$ cat src/sv/rvx_pkg.sv
package rvx_pkg;

  localparam int unsigned MemBytesDefault = 65536;

  localparam logic [6:0] OpcOp     = 7'h33;
  localparam logic [6:0] OpcOpImm  = 7'h13;
  localparam logic [6:0] OpcLoad   = 7'h03;
  localparam logic [6:0] OpcStore  = 7'h23;
  localparam logic [6:0] OpcBranch = 7'h63;
  localparam logic [6:0] OpcJal    = 7'h6F;
  localparam logic [6:0] OpcJalr   = 7'h67;
  localparam logic [6:0] OpcLui    = 7'h37;
  localparam logic [6:0] OpcAuipc  = 7'h17;
  localparam logic [6:0] OpcSystem = 7'h73;

  localparam logic [6:0] F7Base   = 7'h00;
  localparam logic [6:0] F7Alt    = 7'h20;
  localparam logic [6:0] F7MulDiv = 7'h01;
  localparam logic [6:0] F7DivU   = 7'h05;

  localparam logic [2:0] F3AddSub = 3'd0;
  localparam logic [2:0] F3Sll    = 3'd1;
  localparam logic [2:0] F3Slt    = 3'd2;
  localparam logic [2:0] F3Sltu   = 3'd3;
  localparam logic [2:0] F3Xor    = 3'd4;
  localparam logic [2:0] F3Sr     = 3'd5;
  localparam logic [2:0] F3Or     = 3'd6;
  localparam logic [2:0] F3And    = 3'd7;

  localparam logic [2:0] F3Beq  = 3'd0;
  localparam logic [2:0] F3Bne  = 3'd1;
  localparam logic [2:0] F3Blt  = 3'd4;
  localparam logic [2:0] F3Bge  = 3'd5;
  localparam logic [2:0] F3Bltu = 3'd6;
  localparam logic [2:0] F3Bgeu = 3'd7;

  localparam logic [2:0] F3Priv = 3'd0;

  localparam logic [4:0] RegRa = 5'd1;
  localparam logic [4:0] RegSp = 5'd2;
  localparam logic [4:0] RegA0 = 5'd10;
  localparam logic [4:0] RegA1 = 5'd11;

  typedef enum logic [1:0] {
    MduMul  = 2'd0,
    MduDivS = 2'd1,
    MduDivU = 2'd2
  } mdu_op_e;

  typedef struct packed {
    logic    start;
    mdu_op_e op;
  } mdu_req_t;

  typedef struct packed {
    logic busy;
    logic done;
  } mdu_rsp_t;

endpackage

$ cat src/sv/rvx_mdu.sv
module rvx_mdu import rvx_pkg::*; (
  input  logic        clk_i,
  input  logic        rst_ni,
  input  mdu_req_t    req_i,
  input  logic [63:0] a_i,
  input  logic [63:0] b_i,
  output mdu_rsp_t    rsp_o,
  output logic [63:0] quo_o,
  output logic [63:0] rem_o
);

  typedef enum logic [2:0] {
    MIdle = 3'b001,
    MRun  = 3'b010,
    MFix  = 3'b100
  } mdu_state_e;

  mdu_state_e  state_q, state_d;
  logic        is_mul_q, is_mul_d;
  logic        neg_quo_q, neg_quo_d;
  logic        neg_rem_q, neg_rem_d;
  logic [63:0] acc_q, acc_d;
  logic [63:0] x_q, x_d;
  logic [63:0] y_q, y_d;
  logic [5:0]  cnt_q, cnt_d;
  logic        done_q, done_d;
  logic [63:0] quo_q, quo_d;
  logic [63:0] rem_q, rem_d;
  logic        is_signed, neg_a, neg_b;
  logic [64:0] rem_sh, diff;

  always_comb begin
    state_d   = state_q;
    is_mul_d  = is_mul_q;
    neg_quo_d = neg_quo_q;
    neg_rem_d = neg_rem_q;
    acc_d     = acc_q;
    x_d       = x_q;
    y_d       = y_q;
    cnt_d     = cnt_q;
    done_d    = 1'b0;
    quo_d     = quo_q;
    rem_d     = rem_q;
    is_signed = (req_i.op == MduDivS);
    neg_a     = is_signed & a_i[63];
    neg_b     = is_signed & b_i[63];
    rem_sh    = {acc_q, x_q[63]};
    diff      = rem_sh - {1'b0, y_q};
    unique case (state_q)
      MIdle: begin
        if (req_i.start) begin
          is_mul_d = (req_i.op == MduMul);
          acc_d    = '0;
          cnt_d    = '0;
          state_d  = MRun;
          if (req_i.op == MduMul) begin
            x_d       = a_i;
            y_d       = b_i;
            neg_quo_d = 1'b0;
            neg_rem_d = 1'b0;
          end else begin
            x_d       = neg_a ? -a_i : a_i;
            y_d       = neg_b ? -b_i : b_i;
            neg_quo_d = neg_a ^ neg_b;
            neg_rem_d = neg_a;
          end
        end
      end
      MRun: begin
        if (is_mul_q) begin
          // shift-add, one multiplier bit a cycle
          if (y_q[0]) begin
            acc_d = acc_q + x_q;
          end
          x_d = {x_q[62:0], 1'b0};
          y_d = {1'b0, y_q[63:1]};
        end else begin
          // restoring division, one quotient bit a cycle
          acc_d = diff[64] ? rem_sh[63:0] : diff[63:0];
          x_d   = {x_q[62:0], ~diff[64]};
        end
        cnt_d = cnt_q + 6'd1;
        if (cnt_q == 6'd63) begin
          state_d = MFix;
        end
      end
      MFix: begin
        quo_d   = is_mul_q ? acc_q : (neg_quo_q ? -x_q : x_q);
        rem_d   = neg_rem_q ? -acc_q : acc_q;
        done_d  = 1'b1;
        state_d = MIdle;
      end
      default: state_d = MIdle;
    endcase
  end

  always_ff @(posedge clk_i or negedge rst_ni) begin
    if (!rst_ni) begin
      state_q <= MIdle;
      done_q  <= 1'b0;
    end else begin
      state_q <= state_d;
      done_q  <= done_d;
    end
  end

  always_ff @(posedge clk_i) begin
    is_mul_q  <= is_mul_d;
    neg_quo_q <= neg_quo_d;
    neg_rem_q <= neg_rem_d;
    acc_q     <= acc_d;
    x_q       <= x_d;
    y_q       <= y_d;
    cnt_q     <= cnt_d;
    quo_q     <= quo_d;
    rem_q     <= rem_d;
  end

  assign rsp_o.busy = (state_q != MIdle);
  assign rsp_o.done = done_q;
  assign quo_o      = quo_q;
  assign rem_o      = rem_q;

endmodule

$ cat config.mk
export PLATFORM = sky130hd
export DESIGN_NAME = rvx_mdu
export DESIGN_NICKNAME = d
export VERILOG_FILES = /design/src/sv/rvx_pkg.sv /design/src/sv/rvx_mdu.sv
export SDC_FILE = /design/constraint.sdc
export NUM_CORES = 1
export LEC_CHECK = 0
export BUFFER_PORTS_ARGS = -buffer_cell sky130_fd_sc_hd__buf_4
export CORE_ASPECT_RATIO = 0.7
export CORE_MARGIN = 4
export CORE_UTILIZATION = 55
export DETAILED_ROUTE_END_ITERATION = 10
export PLACE_DENSITY = 0.78
export SYNTH_ARGS = -nofsm -noshare
export SYNTH_HDL_FRONTEND = slang
export SYNTH_SLANG_ARGS = --single-unit
$ cat constraint.sdc
create_clock -name clk_i -period 11.1 [get_ports clk_i]
set_input_delay 2.22 -clock clk_i [delete_from_list [all_inputs] [get_ports clk_i]]
set_output_delay 2.22 -clock clk_i [all_outputs]
set_load 0.02 [all_outputs]
==> flow_summary.yaml <==
synthesis:
  synth_edf_count: 329
  avgSynthCellArea_sq_um: 8.83
  muxShareOfSynthArea: 0.0193
  synth-compound-area-share: 0.219
  synth_fa_ha_area_frac: 0.0644
  synth-xor-area-share: 0.122
  ys_seq_elements: 333
  syn_inst: 2975
  synth-seq-area-share: 0.380
  synth_warnings: 0
  syn_area_sq_mm: 0.0263
  synthArstFlopShare: 0.0120
  synth_top_family_by_area: "compound AO/OA/AOI/OAI gates"
  synth-simple-area-share: 0.158
  syn_nets: 3242
  synthDistinctLibCells: 76
  synth-main-ff-cell: "edfxtp_1"
timing:
  finalClockSkew_ns: 0.0299
  slew_violations: 0
  timing.slew.headroom: 0.107
  fmax_mhz: 182
  hold_viol: 0
  tightest_slew_ns: 1.34
  period_needed_ns: 5.50
  setup_viol: 0
  rsz0062_at_grt: "false"
  setup_tns_ns: 0
  hold_slack_ns: 0.558
  fin_ws_ns: 5.60
  period_share: 0.495
final_layout:
  syn_to_final_growth_pct: 13.5
  fin_util: 0.636
  seq_area_sq_mm: 0.00998
  multi_input_area_sq_mm: 0.0153
  final_common_cell: "o21ai_0"
  antenna-diode-count: 0
  final_nets: 3425
  mostFrequentLayoutCells: "o21ai_0, nand2_1, edfxtp_1"
  layout-drive-gt1-share: 0.126
  fillers: 3982
status:
  outcome: "finished, final reports clean"
pwr:
  p_int_uw: 4840
  p_sw_uw: 5070
  pwr-share-seq: 0.263
  swShare: 0.512
  power_leakage_uw: 0.0113
  ir_drop_v: 0.000142
  clkPwrFrac: 0.120
  p_comb_frac: 0.617
  power_density_mw_per_mm2: 333
placement:
  dp_hpwl_um: 68600
  portBuffers: 262
  place_congestion: 0.946
  dpl_worst_slack_ns: 5.15
cts:
  clkTransAtPathRegs_ns: 0.06
  holdBufCountCts: 0
  clock_latency_ns: 0.57
  clock-root-buffer: "clkbuf_16"
  cts_tree: "built"
  ctsResizeCount: 0
  clk_path_buf_depth: 3
  numCtsBuffers: 36
  cts_sinks: 333
  cts_max_level: 2
  cts_setup_buffers: 0
floorplanning:
  start_util: 0.561
  die-area_sq_mm: 0.0514
  fp.dieH_um: 191
  ios: 263
  die_w_um: 269
  core_sq_mm: 0.0468
  rows: 66
grt:
  antenna_found_initial: 1
  met2_usage: 0.439
  grt_pass1_wl_um: 135000
  grt.overflow.total: 0
  grt_pass1_vias: 22700
  busiest_layer: "met1"
  grt_usage: 0.335
  use_met3: 0.0818
  grt_max_degree: 122
  gr-usage-met1: 0.548
setup_path:
  critPathKind: "in -> reg"
  cp_max_fo: 6
  arrival_ns: 5.75
  start_kind: "input pin"
  required_ns: 11.35
  cp-end-kind: "flip-flop"
run:
  maxCapViolations: 0
detailed_routing:
  vias: 24500
  routedWlPerCell_um: 23.4
  via_per_inst: 6.47
  dr.pass1.iters: 7
  drt-initial-drc-count: 3370
  drt-total-wl_um: 88900
  ant_nets: 0
  drc: 0
hold_path:
  hold_path_class: "reg -> reg"
## sequential cells by signal (all words and copies together), names as in the netlist
| name | count |
|---|---|
| y_q | 64 |
| quo_o | 64 |
| state_q | 3 |
| neg_rem_q | 1 |
| cnt_q | 6 |
| neg_quo_q | 1 |
| acc_q | 64 |
| is_mul_q | 1 |
| x_q | 64 |
| rem_o | 64 |
| done_q | 1 |
## power by group through the flow
stage	clock network (uW)	registers [uW]	logic [uW]
after CTS	1200	2550	5890
after floorplan	0	2320	4220
after global placement	0	2550	5800
after detailed placement	0	2570	5840
final	1190	2600	6110
after global routing	1250	2620	6590
## worst max-delay path: stages
cell	delay (ns)
buf_4	0.12
or4_1	0.56
nor4_1	0.38
nand3_1	0.17
or3_1	0.38
nor3_2	0.33
nand4_1	0.23
nor4_1	0.50
nand3_1	0.27
o21ai_0	0.25
xor2_1	0.18
o21ai_0	0.14
## per-layer routing
layer	vias to the layer above	wire [um]
li1	11300	-
met1	11600	41500
met2	1533	33300
met3	120	12500
met4	0	1540
met5	-	0
## cell usage after synthesis (15+ instances only)
library cell,count,area [sq um]
nand2_1,360,1350
a21o_1,62,465
edfxtp_1,329,9880
nor2_1,167,627
a31oi_1,31,194
nor4_1,26,163
o21ai_0,367,1840
o21bai_1,33,248
o22ai_1,15,93.8
nand4_1,37,231
a21oi_1,240,1200
and3_1,22,138
or2_2,17,106
o31ai_1,58,435
nand3_1,38,190
or3_1,37,231
nand2b_1,31,194
xor2_1,165,1450
mux2i_1,47,470
and2_1,17,106
nor2b_1,17,106
a211oi_1,26,195
or4_1,20,150
ha_1,132,1650
inv_1,112,420
clkbuf_1,134,503
nor3_1,59,295
xnor2_1,200,1750
o21a_1,19,143
o41ai_1,25,219
## worst paths after layout
kind                       depth (start not counted)    start         end  slack, ns
setup / recovery                                  12  b_i[16]     y_q[59]       5.60
hold / removal                                     2  y_q[28]     y_q[27]       0.56
setup reg to reg                                  16  x_q[63]   acc_q[57]       5.86
hold reg to reg                                    2  y_q[28]     y_q[27]       0.56
max in group asynchronous                          1   rst_ni  state_q[0]       9.46
min in group asynchronous                          1   rst_ni      done_q       1.45
## stage by stage
| step | total power [uW] | cells | cell area (sq um) |
|---|---|---|---|
| 2_1_floorplan | 6540 | 2975 | 26300 |
| 3_3_place_gp | 8350 | 3732 | 28700 |
| 3_5_place_dp | 8410 | 3732 | 28700 |
| 4_1_cts | 9640 | 3794 | 29800 |
| 5_1_grt | 10500 | 3794 | 29800 |
| 6_report | 9910 | 3794 | 29800 |
## layout make-up
| type | count | share of cell area |
|---|---|---|
| inverters | 113 | 0.0142 |
| well taps | 612 | 0.0257 |
| clock inverters | 16 | 0.00458 |
| multi-input cells | 2380 | 0.514 |
| repair buffers | 294 | 0.0741 |
| flip-flops and latches | 333 | 0.335 |
| clock buffers | 46 | 0.0325 |
## logic make-up (layout without fill, tap and decap cells)
kind of cell	after synthesis	in the layout
buf+inv	262	469
xor+xnor	365	365
flops	333	333
mux	50	50
compound gates	956	956
fa+ha+maj	134	134
simple gates	875	875
No activity file was read; power rests on OpenSTA's default activity.
